<file path="config.mk">
export PLATFORM = sky130hd
export DESIGN_NAME = fourth_order_iir_vec3_flat
export DESIGN_NICKNAME = d
export VERILOG_FILES = /design/src/hdl/fiir_pkg.sv /design/src/hdl/fiir_if.sv /design/src/hdl/fiir_coef.sv /design/src/hdl/fiir_mem.sv /design/src/hdl/fiir_mac.sv /design/src/hdl/fourth_order_iir_vec3.sv /design/src/flat_wrapper.sv
export SDC_FILE = /design/constraint.sdc
export NUM_CORES = 2
export LEC_CHECK = 0
export ABC_AREA = 1
export BUFFER_PORTS_ARGS = -buffer_cell sky130_fd_sc_hd__buf_2
export CAP_MARGIN = 20
export CORE_ASPECT_RATIO = 1.1
export CORE_UTILIZATION = 60
export DETAILED_ROUTE_END_ITERATION = 6
export PLACE_DENSITY = 0.81
export SLEW_MARGIN = 10
export SYNTH_ARGS = -nofsm -noshare
export SYNTH_HDL_FRONTEND = slang
export SYNTH_SLANG_ARGS = --single-unit
</file>
<file path="constraint.sdc">
create_clock -name clk -period 13.9 [get_ports clk]
set_input_delay 0.695 -clock clk [delete_from_list [all_inputs] [get_ports clk]]
set_output_delay 0.695 -clock clk [all_outputs]
set_load 0.02 [all_outputs]
</file>
<file path="src/hdl/fiir_pkg.sv">
// Shared constants and types of the fourth-order IIR filter block.
package fiir_pkg;

	localparam int AXES      = 3;
	localparam int TAPS      = 4;
	localparam int SLOT_W    = 2;
	localparam int AXIS_W    = $clog2(AXES);
	localparam int COEF_W    = 32;
	localparam int NCOEF     = 2 * TAPS + 1;
	localparam int FRAC_BITS = 28;

	localparam int CFG_DATA_W = 2 * COEF_W;
	localparam int CFG_IDX_W  = 3;

	localparam logic [CFG_IDX_W-1:0] CFG_FF01 = 3'd0;
	localparam logic [CFG_IDX_W-1:0] CFG_FF23 = 3'd1;
	localparam logic [CFG_IDX_W-1:0] CFG_FF4  = 3'd2;
	localparam logic [CFG_IDX_W-1:0] CFG_FB12 = 3'd3;
	localparam logic [CFG_IDX_W-1:0] CFG_FB34 = 3'd4;

	// Per-axis step: newest input, four past inputs, four past outputs.
	localparam int STEP_W = 4;
	localparam logic [STEP_W-1:0] STEP_X0   = 4'd0;
	localparam logic [STEP_W-1:0] STEP_Y1   = 4'd5;
	localparam logic [STEP_W-1:0] STEP_LAST = 4'd8;
	localparam logic [STEP_W-1:0] STEP_XWR  = STEP_Y1;

	// History memory: {axis, bank, slot}.
	localparam logic SEL_X = 1'b0;
	localparam logic SEL_Y = 1'b1;
	localparam int MEM_DEPTH = AXES * 2 * TAPS;
	localparam int MEM_AW    = AXIS_W + 1 + SLOT_W;

	typedef logic signed [COEF_W-1:0] coef_t;

	typedef struct packed {
		logic              valid;
		logic              first;
		logic              last;
		logic              neg;
		logic [AXIS_W-1:0] axis;
	} mac_ctl_t;

	typedef struct packed {
		logic              valid;
		logic [AXIS_W-1:0] axis;
	} res_tag_t;

endpackage

</file>
<file path="src/hdl/fiir_if.sv">
// Stream interfaces for the sample input and the filtered output.
interface fiir_in_if #(parameter int SW = 24) ();
	logic          valid;
	logic          ready;
	logic [SW-1:0] sample_x;
	logic [SW-1:0] sample_y;
	logic [SW-1:0] sample_z;

	modport source (output valid, output sample_x, output sample_y, output sample_z,
		input ready);
	modport sink (input valid, input sample_x, input sample_y, input sample_z,
		output ready);
endinterface

interface fiir_out_if #(parameter int SW = 24) ();
	logic          valid;
	logic          ready;
	logic [SW-1:0] filt_x;
	logic [SW-1:0] filt_y;
	logic [SW-1:0] filt_z;

	modport source (output valid, output filt_x, output filt_y, output filt_z,
		input ready);
	modport sink (input valid, input filt_x, input filt_y, input filt_z,
		output ready);
endinterface

</file>
<file path="src/hdl/fiir_coef.sv">
// Coefficient registers, unpacked into nine signed Q4.28 weights.
module fiir_coef (
	input  logic                            clk,
	input  logic                            arst_n,
	input  logic                            cfg_we,
	input  logic [fiir_pkg::CFG_IDX_W-1:0]  cfg_idx,
	input  logic [fiir_pkg::CFG_DATA_W-1:0] cfg_data,
	output fiir_pkg::coef_t                 coef [fiir_pkg::NCOEF]
);
	import fiir_pkg::*;

	coef_t coef_q [NCOEF];
	coef_t lo_half;
	coef_t hi_half;

	assign lo_half = $signed(cfg_data[COEF_W-1:0]);
	assign hi_half = $signed(cfg_data[2*COEF_W-1:COEF_W]);

	// Order: b0..b4, then a1..a4.
	always_ff @(posedge clk or negedge arst_n) begin
		if (!arst_n) begin
			for (int i = 0; i < NCOEF; i++) coef_q[i] <= '0;
		end else if (cfg_we) begin
			unique case (cfg_idx)
				CFG_FF01: begin
					coef_q[0] <= lo_half;
					coef_q[1] <= hi_half;
				end
				CFG_FF23: begin
					coef_q[2] <= lo_half;
					coef_q[3] <= hi_half;
				end
				CFG_FF4: begin
					coef_q[4] <= lo_half;
				end
				CFG_FB12: begin
					coef_q[5] <= lo_half;
					coef_q[6] <= hi_half;
				end
				CFG_FB34: begin
					coef_q[7] <= lo_half;
					coef_q[8] <= hi_half;
				end
				default: ;
			endcase
		end
	end

	assign coef = coef_q;

endmodule

</file>
<file path="src/hdl/fiir_mem.sv">
// History memory for past inputs and outputs, one read and one write port.
module fiir_mem #(
	parameter int SW = 24
) (
	input  logic                        clk,
	input  logic                        arst_n,
	input  logic [fiir_pkg::MEM_AW-1:0] rd_addr,
	output logic signed [SW-1:0]        rd_data,
	input  logic                        wr_en,
	input  logic [fiir_pkg::MEM_AW-1:0] wr_addr,
	input  logic signed [SW-1:0]        wr_data
);
	import fiir_pkg::*;

	logic signed [SW-1:0] mem_q [MEM_DEPTH];
	logic signed [SW-1:0] rd_q;
	logic [MEM_DEPTH-1:0] vld_q;
	logic                 rd_vld_q;

	always_ff @(posedge clk) begin
		if (wr_en) mem_q[wr_addr] <= wr_data;
		rd_q <= mem_q[rd_addr];
	end

	// Entries never written read as zero.
	always_ff @(posedge clk or negedge arst_n) begin
		if (!arst_n) begin
			vld_q    <= '0;
			rd_vld_q <= 1'b0;
		end else begin
			if (wr_en) vld_q[wr_addr] <= 1'b1;
			rd_vld_q <= vld_q[rd_addr];
		end
	end

	assign rd_data = rd_vld_q ? rd_q : '0;

endmodule

</file>
<file path="src/hdl/fiir_mac.sv">
// Shared multiply-accumulate unit with rounding and saturation.
module fiir_mac #(
	parameter int SW = 24
) (
	input  logic                 clk,
	input  logic                 arst_n,
	input  fiir_pkg::mac_ctl_t   ctl_s1,
	input  logic signed [SW-1:0] opnd_s1,
	input  fiir_pkg::coef_t      coef_s1,
	output fiir_pkg::res_tag_t   res_tag,
	output logic signed [SW-1:0] res_y
);
	import fiir_pkg::*;

	localparam int PROD_W = SW + COEF_W;
	localparam int ACC_W  = PROD_W + 4;
	localparam int QW     = ACC_W + 1 - FRAC_BITS;
	localparam logic signed [ACC_W:0] RND_HALF = (ACC_W + 1)'(1) << (FRAC_BITS - 1);

	mac_ctl_t                ctl_s2;
	logic signed [PROD_W-1:0] prod_s2;
	logic signed [ACC_W-1:0]  acc_s3;
	res_tag_t                tag_s3;

	logic signed [ACC_W-1:0] prod_ext;
	logic signed [ACC_W-1:0] acc_base;
	logic signed [ACC_W:0]   rnd;
	logic [QW-1:0]           quo;
	logic                    ovf_pos;
	logic                    ovf_neg;

	always_ff @(posedge clk or negedge arst_n) begin
		if (!arst_n) begin
			ctl_s2 <= '0;
			tag_s3 <= '0;
		end else begin
			ctl_s2       <= ctl_s1;
			tag_s3.valid <= ctl_s2.valid && ctl_s2.last;
			tag_s3.axis  <= ctl_s2.axis;
		end
	end

	assign prod_ext = ACC_W'(prod_s2);
	assign acc_base = ctl_s2.first ? '0 : acc_s3;

	always_ff @(posedge clk) begin
		prod_s2 <= opnd_s1 * coef_s1;
		if (ctl_s2.valid) acc_s3 <= ctl_s2.neg ? acc_base - prod_ext : acc_base + prod_ext;
	end

	// Round half up, then clamp to the sample range.
	assign rnd     = (ACC_W + 1)'(acc_s3) + RND_HALF;
	assign quo     = rnd[ACC_W:FRAC_BITS];
	assign ovf_pos = !quo[QW-1] && (|quo[QW-2:SW-1]);
	assign ovf_neg = quo[QW-1] && !(&quo[QW-2:SW-1]);

	always_comb begin
		if (ovf_pos)      res_y = {1'b0, {(SW - 1){1'b1}}};
		else if (ovf_neg) res_y = {1'b1, {(SW - 1){1'b0}}};
		else              res_y = $signed(quo[SW-1:0]);
	end

	assign res_tag = tag_s3;

endmodule

</file>
<file path="src/hdl/fourth_order_iir_vec3.sv">
// Fourth-order IIR filter over three axes; history in memory, one shared MAC.
// Pacing: a new item starts only after the last history write of the current one; one more
//   input beat is buffered meanwhile. The pace is set by nine multiply-accumulates per axis
//   on the single multiplier plus the drain of the three-stage MAC pipeline.
// Reset: arst_n clears coefficients, valid bits of the history memory (history reads
//   as zero) and all handshake state; no clearing sweep is needed.
module fourth_order_iir_vec3 #(
	parameter int SAMPLE_WIDTH = 24
) (
	input  logic                            clk,
	input  logic                            arst_n,
	fiir_in_if.sink                         in_ch,
	fiir_out_if.source                      out_ch,
	input  logic                            cfg_we,
	input  logic [fiir_pkg::CFG_IDX_W-1:0]  cfg_idx,
	input  logic [fiir_pkg::CFG_DATA_W-1:0] cfg_data
);
	import fiir_pkg::*;

	localparam int SW = SAMPLE_WIDTH;

	coef_t coef [NCOEF];

	logic                 in_v_q;
	logic signed [SW-1:0] in_q [AXES];
	logic signed [SW-1:0] x_q [AXES];

	logic                 busy_q;
	logic                 item_q;
	logic [AXIS_W-1:0]    axis_q;
	logic [STEP_W-1:0]    step_q;
	logic [SLOT_W-1:0]    wp_q;

	mac_ctl_t             ctl_s1;
	logic [STEP_W-1:0]    step_s1;

	logic                 res_v_q;
	logic signed [SW-1:0] res_q [AXES];
	logic                 out_v_q;
	logic signed [SW-1:0] out_q [AXES];

	logic                 accept;
	logic                 res_move;
	logic                 start;
	logic                 done;
	logic                 last_axis;
	logic [STEP_W-1:0]    step_m1;
	logic [SLOT_W-1:0]    rd_slot;
	logic                 rd_sel;
	logic [MEM_AW-1:0]    rd_addr;
	logic signed [SW-1:0] rd_data;
	logic                 x_wr;
	logic                 wr_en;
	logic [MEM_AW-1:0]    wr_addr;
	logic signed [SW-1:0] wr_data;
	logic signed [SW-1:0] opnd_s1;
	coef_t                coef_s1;
	res_tag_t             res_tag;
	logic signed [SW-1:0] res_y;

	fiir_coef u_coef (
		.clk      (clk),
		.arst_n   (arst_n),
		.cfg_we   (cfg_we),
		.cfg_idx  (cfg_idx),
		.cfg_data (cfg_data),
		.coef     (coef)
	);

	fiir_mem #(.SW(SW)) u_mem (
		.clk     (clk),
		.arst_n  (arst_n),
		.rd_addr (rd_addr),
		.rd_data (rd_data),
		.wr_en   (wr_en),
		.wr_addr (wr_addr),
		.wr_data (wr_data)
	);

	fiir_mac #(.SW(SW)) u_mac (
		.clk     (clk),
		.arst_n  (arst_n),
		.ctl_s1  (ctl_s1),
		.opnd_s1 (opnd_s1),
		.coef_s1 (coef_s1),
		.res_tag (res_tag),
		.res_y   (res_y)
	);

	assign in_ch.ready = !in_v_q;
	assign accept      = in_ch.valid && in_ch.ready;
	assign res_move    = res_v_q && (!out_v_q || out_ch.ready);
	// Next item starts only after the last history write of the current one.
	assign start       = !item_q && in_v_q && (!res_v_q || res_move);
	assign last_axis   = (axis_q == AXIS_W'(AXES - 1));
	assign done        = res_tag.valid && (res_tag.axis == AXIS_W'(AXES - 1));

	// Past sample k sits at slot wp - k; inputs and outputs share the slot math.
	assign step_m1 = step_q - STEP_W'(1);
	assign rd_slot = wp_q - SLOT_W'(1) - step_m1[SLOT_W-1:0];
	assign rd_sel  = (step_q >= STEP_Y1) ? SEL_Y : SEL_X;
	assign rd_addr = {axis_q, rd_sel, rd_slot};

	// The newest input overwrites the oldest only after that one was read.
	assign x_wr    = busy_q && (step_q == STEP_XWR);
	assign wr_en   = x_wr || res_tag.valid;
	assign wr_addr = res_tag.valid ? {res_tag.axis, SEL_Y, wp_q} : {axis_q, SEL_X, wp_q};
	assign wr_data = res_tag.valid ? res_y : x_q[axis_q];

	assign opnd_s1 = ctl_s1.first ? x_q[ctl_s1.axis] : rd_data;
	assign coef_s1 = coef[step_s1];

	always_ff @(posedge clk or negedge arst_n) begin
		if (!arst_n) begin
			in_v_q  <= 1'b0;
			busy_q  <= 1'b0;
			item_q  <= 1'b0;
			axis_q  <= '0;
			step_q  <= STEP_X0;
			wp_q    <= '0;
			ctl_s1  <= '0;
			step_s1 <= STEP_X0;
			res_v_q <= 1'b0;
			out_v_q <= 1'b0;
		end else begin
			if (accept)     in_v_q <= 1'b1;
			else if (start) in_v_q <= 1'b0;

			if (start) begin
				busy_q <= 1'b1;
				item_q <= 1'b1;
				axis_q <= '0;
				step_q <= STEP_X0;
			end else if (busy_q) begin
				if (step_q == STEP_LAST) begin
					step_q <= STEP_X0;
					if (last_axis) busy_q <= 1'b0;
					else           axis_q <= axis_q + AXIS_W'(1);
				end else begin
					step_q <= step_q + STEP_W'(1);
				end
			end

			if (done) begin
				item_q <= 1'b0;
				wp_q   <= wp_q + SLOT_W'(1);
			end

			ctl_s1.valid <= busy_q;
			ctl_s1.first <= (step_q == STEP_X0);
			ctl_s1.last  <= (step_q == STEP_LAST);
			ctl_s1.neg   <= (step_q >= STEP_Y1);
			ctl_s1.axis  <= axis_q;
			step_s1      <= step_q;

			if (done)          res_v_q <= 1'b1;
			else if (res_move) res_v_q <= 1'b0;

			if (res_move)          out_v_q <= 1'b1;
			else if (out_ch.ready) out_v_q <= 1'b0;
		end
	end

	always_ff @(posedge clk) begin
		if (accept) begin
			in_q[0] <= in_ch.sample_x;
			in_q[1] <= in_ch.sample_y;
			in_q[2] <= in_ch.sample_z;
		end
		if (start) x_q <= in_q;
		if (res_tag.valid) res_q[res_tag.axis] <= res_y;
		if (res_move) out_q <= res_q;
	end

	assign out_ch.valid  = out_v_q;
	assign out_ch.filt_x = out_q[0];
	assign out_ch.filt_y = out_q[1];
	assign out_ch.filt_z = out_q[2];

endmodule

</file>
<file path="src/flat_wrapper.sv">
// flat-port wrapper written by rule: the top's interface ports become plain ports
module fourth_order_iir_vec3_flat import fiir_pkg::*;
#(
	parameter int SAMPLE_WIDTH = 24
)
  (clk, arst_n, cfg_we, cfg_idx, cfg_data, in_ch_valid, in_ch_sample_x, in_ch_sample_y, in_ch_sample_z, in_ch_ready, out_ch_valid, out_ch_filt_x, out_ch_filt_y, out_ch_filt_z, out_ch_ready);
  fiir_in_if in_ch_i ();
  fiir_out_if out_ch_i ();
  input  logic clk;
  input  logic arst_n;
  input  logic cfg_we;
  input  logic [fiir_pkg::CFG_IDX_W-1:0] cfg_idx;
  input  logic [fiir_pkg::CFG_DATA_W-1:0] cfg_data;
  input wire logic [$bits(in_ch_i.valid)-1:0] in_ch_valid;
  input wire logic [$bits(in_ch_i.sample_x)-1:0] in_ch_sample_x;
  input wire logic [$bits(in_ch_i.sample_y)-1:0] in_ch_sample_y;
  input wire logic [$bits(in_ch_i.sample_z)-1:0] in_ch_sample_z;
  output wire logic [$bits(in_ch_i.ready)-1:0] in_ch_ready;
  output wire logic [$bits(out_ch_i.valid)-1:0] out_ch_valid;
  output wire logic [$bits(out_ch_i.filt_x)-1:0] out_ch_filt_x;
  output wire logic [$bits(out_ch_i.filt_y)-1:0] out_ch_filt_y;
  output wire logic [$bits(out_ch_i.filt_z)-1:0] out_ch_filt_z;
  input wire logic [$bits(out_ch_i.ready)-1:0] out_ch_ready;
  assign in_ch_i.valid = in_ch_valid;
  assign in_ch_i.sample_x = in_ch_sample_x;
  assign in_ch_i.sample_y = in_ch_sample_y;
  assign in_ch_i.sample_z = in_ch_sample_z;
  assign in_ch_ready = in_ch_i.ready;
  assign out_ch_valid = out_ch_i.valid;
  assign out_ch_filt_x = out_ch_i.filt_x;
  assign out_ch_filt_y = out_ch_i.filt_y;
  assign out_ch_filt_z = out_ch_i.filt_z;
  assign out_ch_i.ready = out_ch_ready;
  fourth_order_iir_vec3 #(.SAMPLE_WIDTH(SAMPLE_WIDTH)) u_core (.clk(clk), .arst_n(arst_n), .in_ch(in_ch_i), .out_ch(out_ch_i), .cfg_we(cfg_we), .cfg_idx(cfg_idx), .cfg_data(cfg_data));
endmodule
</file>
## Word-level counts from Yosys, hierarchy flattened

Memory sizes are Yosys's and may differ from the RTL's. A register that Yosys moved wholly into a read port is not among the register bits.
Cells that the tools add are included.

| storage, ports and cells | value |
|---|---|
| bits in registers | 749 |
| RAM bits | 576 |
| input port bits | 144 |
| output and inout port bits | 74 |
| word-level logic and storage cells | 162 |
| memories | 1 |

| operators by class | value |
|---|---|
| add/subtract/negate cells | 9 |
| multipliers | 1 |
| $lt $le $gt $ge | 9 |
| eq/ne operators | 9 |
| multiplexer cells | 46 |
| bitwise gates (word level) | 5 |
| reductions and logical operators | 36 |

Memories:

| memory | depth | bits a word | read ports | clocked after Yosys merged registers in | wr ports | line | source |
|---|---|---|---|---|---|---|---|
| u_core.u_mem.mem_q | 24 | 24 | 1 | 1 | 1 | fiir_mem.sv:15 | `logic signed [SW-1:0] mem_q [MEM_DEPTH];` |

Operators with widths:

| operator | number |
|---|---|
| 24-bit 2-to-1 mux | 10 |
| 32-bit binary-select mux with 4-bit select | 1 |
| 60-bit 2-to-1 mux | 2 |
| 24-bit binary-select mux with 2-bit select | 2 |
| 72-bit bitwise mux | 1 |
| 32-bit 2-to-1 mux | 2 |
| 60-bit by 29-bit adder with 61-bit output (second input constant) | 1 |
| 60-bit by 56-bit adder with 60-bit output | 1 |
| 60-bit by 56-bit subtractor with 60-bit output | 1 |
| 24-bit by 32-bit multiplier with 56-bit output | 1 |
| 24-bit demux with 2-bit select | 1 |
| 24-bit bitwise OR | 1 |
| 1-bit 2-to-1 mux | 17 |
| 5-bit by 6-bit < comparator with 1-bit output (second input constant) | 2 |
| 4-bit 2-to-1 mux | 3 |
| 2-bit nonzero test | 6 |
| 1-bit logical AND | 11 |
| 2-bit AND reduction | 5 |
| 3-bit greater-or-equal comparator (second input constant) | 3 |
| 2-bit NOT with 3-bit output | 3 |
| 9-bit AND reduction | 1 |
| 9-bit OR reduction | 1 |
| 2-bit 2-to-1 mux | 4 |
| 3-bit by 2-bit equality test with 1-bit output (second input constant) | 2 |
| 23 further kinds | 33 |

## Depth between registers and ports, before layout

| logic depth | value |
|---|---|
| depth after elaboration | 7 |
| gate-level depth with buffers | 38 |
| gate-level depth less buffers | 34 |

## Modules after synthesis

Synthesis repeated with hierarchy kept, for this count alone.

| unflattened totals | value |
|---|---|
| cell total of the unflattened synthesis | 10476 |
| area, all modules | 91296.3 um^2 |

Modules (own cells, without submodules):

| module | instances | cells each | area each (um^2) | seq. area each (um^2) |
|---|---|---|---|---|
| fiir_mac | 1 | 5331 | 39245.1 | 3148.0 |
| fiir_mem | 1 | 2375 | 26061.2 | 18402.6 |
| fourth_order_iir_vec3 | 1 | 1517 | 14535.2 | 9223.8 |
| fiir_coef | 1 | 1253 | 11454.7 | 7206.9 |

## Worst setup path after synthesis

Ideal clock, no wire load.

| timing | value |
|---|---|
| path kind | register -> register |
| start | register u_core.step_s1[0] |
| end | register u_core.u_mac.prod_s2[53] |
| setup time | 0.123 ns |
| data arrival time | 7.261 ns |
| required time | 13.777 ns |
| slack | 6.516 ns |
| stages on the path, launching flop included | 29 |
| buffers on the path | 3 |
| period minus slack after synthesis | 7.384 ns |
| cell sequence | dfrtp_1 -> buf_2 -> nor4_2 -> buf_2 -> nand2_1 -> nand2_1 -> inv_1 -> buf_2 -> nor2_1 -> fa_1 -> fa_1 -> inv_1 -> fa_1 -> inv_1 -> fa_1 -> fa_1 -> fa_1 -> fa_1 -> ha_1 -> nand2_1 -> nor2_1 -> inv_1 -> nor2_1 -> inv_1 -> nor2_1 -> inv_1 -> nor3_1 -> a21oi_1 -> xor2_1 |

| between the ends | value |
|---|---|
| cells in the longest elaborated chain, start to end | 5 |

RTL lines:

| element | line | source |
|---|---|---|
| start, declared | fourth_order_iir_vec3.sv:35 | `logic [STEP_W-1:0] step_s1;` |
| start signal, assigned | fourth_order_iir_vec3.sv:154 | `step_s1 <= step_q;` |
| 4-bit NOT with 5-bit output (implied by the code) | fourth_order_iir_vec3.sv:111 | `assign coef_s1 = coef[step_s1];` |
| 32-bit binary-select mux with 4-bit select | fourth_order_iir_vec3.sv:111 |  |
| 32-bit 2-to-1 mux (implied by the code) (2 in a row) | fourth_order_iir_vec3.sv:111 |  |
| 24-bit by 32-bit multiplier with 56-bit output | fiir_mac.sv:47 | `prod_s2 <= opnd_s1 * coef_s1;` |
| end signal, assigned | fiir_mac.sv:47 |  |
| end, declared | fiir_mac.sv:21 | `logic signed [PROD_W-1:0] prod_s2;` |

No other way between the ends. The select of a mux whose other input is x is not followed.
A chain may end at the register's enable or synchronous reset.

## Final worst setup path

| timing | value |
|---|---|
| start | register u_core.step_s1[0] |
| end | register u_core.u_mac.prod_s2[35] |

Same word-level chain as after synthesis.

==> impl_metrics.env <==
export IMPL_max_freq_ghz=0.0994
export IMPL_hpwl_um=189000
export IMPL_peakVddDrop_uv=118
export IMPL_final_cell_area_mm2=0.0938
export IMPL_worst_pin_slew_ns=1.19
export IMPL_netSwitchingPower_uw=1880
export IMPL_hold_buffers=0
export IMPL_period_share_pct=72.4
export IMPL_synth_cell_types=58
export IMPL_async_flop_share_pct=25.6
export IMPL_yosysTopAreaCell="edfxtp_1"
export IMPL_drt_wl_total_um=266000
export IMPL_hp_class="input port to asynchronous set/reset pin"
export IMPL_syn_area_per_cell_um2=9.54
export IMPL_slew_viol_final=0
export IMPL_clkPwrFrac_pct=43.6
export IMPL_routedWlPerCell_um=23.9
export IMPL_clk_latency_ns=0.80
export IMPL_avgViaCountPerCell=6.00
export IMPL_reg2reg_setup_slack_ns=3.84
export IMPL_seq_power_share_pct=53.2
export IMPL_switching_share_pct=22.2
export IMPL_ys_flop_type="edfxtp_1"
export IMPL_cp_end_kind="flop"
export IMPL_rsz0062_at_grt="false"
export IMPL_cp_max_fo=63
export IMPL_vias=66722
export IMPL_cts_root_buf="clkbuf_16"
export IMPL_muxShareOfSynthArea_pct=0.581
export IMPL_die_x_um=363
export IMPL_clockBufferDepth=3
export IMPL_synth_edff_count=924
export IMPL_synthCells=9024
export IMPL_final_util_pct=65.9
export IMPL_cts_sinks=1349
export IMPL_finalSetupViolCount=0
export IMPL_hold_viol_final=0
export IMPL_drive_above_1_share_pct=7.46
export IMPL_worst_slack_ns=3.84
export IMPL_die_area_mm2=0.145
export IMPL_rows=145
export IMPL_post_cts_buffers=0
export IMPL_crit_required_ns=14.54
export IMPL_grt_total_usage_pct=37.0
export IMPL_skew_ns=0.0714
export IMPL_portBuffers=217
export IMPL_grt_max_degree=151
export IMPL_grt_pass1_vias=67765
export IMPL_synth_top_area_share_pct=32.2
export IMPL_synth_area_top_cells="edfxtp_1 (32%), fa_1 (18%), dfrtp_1 (10%), nand2_1 (7.5%), inv_1 (5.7%)"
export IMPL_tns_ns=0
export IMPL_dp_slack_ns=4.10
export IMPL_p_comb_share_pct=3.2
export IMPL_start_util_pct=60.5
export IMPL_internal_power_uw=6580
export IMPL_place_congestion=1.00
export IMPL_final_cell_mix="nand2_1 (1721), inv_1 (1301), nor2_1 (1098)"
export IMPL_critPathArrivalTime_ns=10.70
export IMPL_powerDensity_mw_per_mm2=90.2
export IMPL_fin_crit_ns=10.06
export IMPL_antenna_found_initial=17
export IMPL_outcome="finished, final reports clean"
export IMPL_start_kind="flop"
export IMPL_grt_pass1_wl_um=400000
export IMPL_synth_top_family_by_area="adder cells"
export IMPL_grt_overflow=0
export IMPL_synth_compound_area_share_pct=7.37
export IMPL_synth_warnings=0
export IMPL_cts_tree="done"
export IMPL_drt_iter0_markers=8014
export IMPL_timing_rr_end="u_core.u_mac.prod_s2[35]"
export IMPL_synth_seq_area_share_pct=44.1
export IMPL_maxSlewHeadroom_pct=20.8
export IMPL_syn_nets=10172
export IMPL_drtPass1Iterations=6
export IMPL_cts_made_buffers=134
export IMPL_design_portCount=218
export IMPL_r2r_start="u_core.step_s1[0]"
export IMPL_path_class="flop to flop"
export IMPL_h_tree_depth=4
export IMPL_leakagePower_uw=0.0412
export IMPL_cts_resized=0
export IMPL_ff2ff_path_depth=27
export IMPL_drc=0
export IMPL_synth_xor_area_share_pct=1.89
export IMPL_final_common_cell="nand2_1"
export IMPL_critical_path_startpoint="u_core.step_s1[0]"
export IMPL_synth_seq_cells=1349
export IMPL_final_net_count=10237
export IMPL_clkSlewWorstSetupHoldPaths_ns=0.06
export IMPL_synth_area_mm2=0.0861
export IMPL_yosys_area_share_simple_pct=16.8
export IMPL_max_cap_viol_count=0
export IMPL_core_mm2=0.142
export IMPL_postRouteAntennaNets=0
export IMPL_synthAdderAreaFrac_pct=21.4
export IMPL_synthToLayoutAreaGrowth_pct=8.92
export IMPL_dpl_cell_area_mm2=0.0891
export IMPL_dieHeight_um=399
worst max-delay path by stage:
stage | to | slack (ns) | cells after the start
2_1_floorplan | u_core.u_mac.prod_s2[53] | 6.52 | 28
3_3_place_gp | u_core.u_mac.prod_s2[35] | 4.18 | 26
3_5_place_dp | u_core.u_mac.prod_s2[35] | 4.10 | 26
4_1_cts | u_core.u_mac.prod_s2[35] | 4.03 | 27
5_1_grt | u_core.u_mac.prod_s2[54] | 3.44 | 30
6_report | u_core.u_mac.prod_s2[35] | 3.84 | 27
cell usage after synthesis (all sizes together) (3+ instances only):
master,instances
xor2,154
o221ai,51
clkbuf,241
fa,784
xnor2,32
dfxtp,80
o32ai,14
a21o,14
inv,1322
a21oi,166
ha,220
or2,17
a22oi,24
o21ai,776
nor4,16
nand4,39
nor3,47
a21boi,7
o211ai,30
nand3b,5
nor2,1134
and3,3
nand3,525
o21bai,25
buf,158
mux2i,50
edfxtp,924
nand2,1769
dfrtp,345
a31oi,26
clkinv,9
o21a,6
power groups by stage:
stage	Clock, µW	Combinational, µW	Sequential, µW
5_1_grt	3870	311	4510
4_1_cts	3710	268	4500
6_report	3690	269	4500
3_3_place_gp	0	247	4570
3_5_place_dp	0	265	4580
2_1_floorplan	0	173	4550
area by class of cell:
type / instances / area [µm²]
Multi-Input combinational cell: 5945 / 41700
Clock inverter: 62 / 790
Antenna cell: 15 / 37.5
Clock buffer: 185 / 3710
Sequential cell: 1349 / 38000
Inverter: 1331 / 5000
Fill cell: 10996 / 48500
Tap cell: 1911 / 2390
Timing Repair Buffer: 328 / 2130
per-layer routing:
layer  up-vias  share of wire [%]  global-route usage (%)
met1     32657                 36                    47.1
met3       972                 11                    8.35
met4         4                6.2                    20.7
met2      4061                 47                    59.0
li1      29028                  -                       -
met5         -             0.0086                       0
stage by stage:
step	total power (µW)	hold WS, ns	cells
2_1_floorplan	4720	0.331	9024
3_3_place_gp	4820	0.332	10852
3_5_place_dp	4840	0.337	10858
4_1_cts	8480	0.0434	11105
5_1_grt	8690	0.0569	11122
6_report	8460	0.0617	11126
kinds of logic (layout without fill, tap and decap cells):
group / after synthesis / in the layout
DFF: 1349 / 1349
AOI/OAI and AO/OA: 1147 / 1147
xor gates and xnor gates: 186 / 186
other: 0 / 15
muxes: 50 / 50
buffers and inverters: 1730 / 1906
adders and majority gates: 1004 / 1004
and+or+nand+nor: 3558 / 3558
flip-flops by register name, summed over array words and instances, names as in the netlist, 56 cells and up:
name and flops:
u_core.u_mac.prod_s2 56, u_core.u_coef.coef 288, u_core.in_q 72, u_core.x_q 72
u_core.u_mem.mem_q 576, u_core.u_mac.acc_s3 60, u_core.res_q 72
worst max-delay path: stages, from the launching register on:
cell,delay [ns]
dfrtp_4,0.96
inv_2,0.45
buf_4,0.45
nor2_1,0.18
o32ai_1,0.12
o211ai_1,0.39
nand2_1,0.48
inv_1,0.61
nor2_1,0.13
fa_1,0.54
fa_1,0.52
inv_1,0.05
fa_1,0.43
fa_1,0.56
fa_1,0.55
inv_1,0.05
fa_1,0.48
inv_1,0.05
fa_1,0.47
inv_1,0.04
ha_1,0.38
a21oi_1,0.31
nand2_1,0.13
a21oi_1,0.21
o21ai_1,0.21
a21boi_0,0.46
o21ai_2,0.23
xor2_1,0.39
Power figures use the tool's default switching activity.
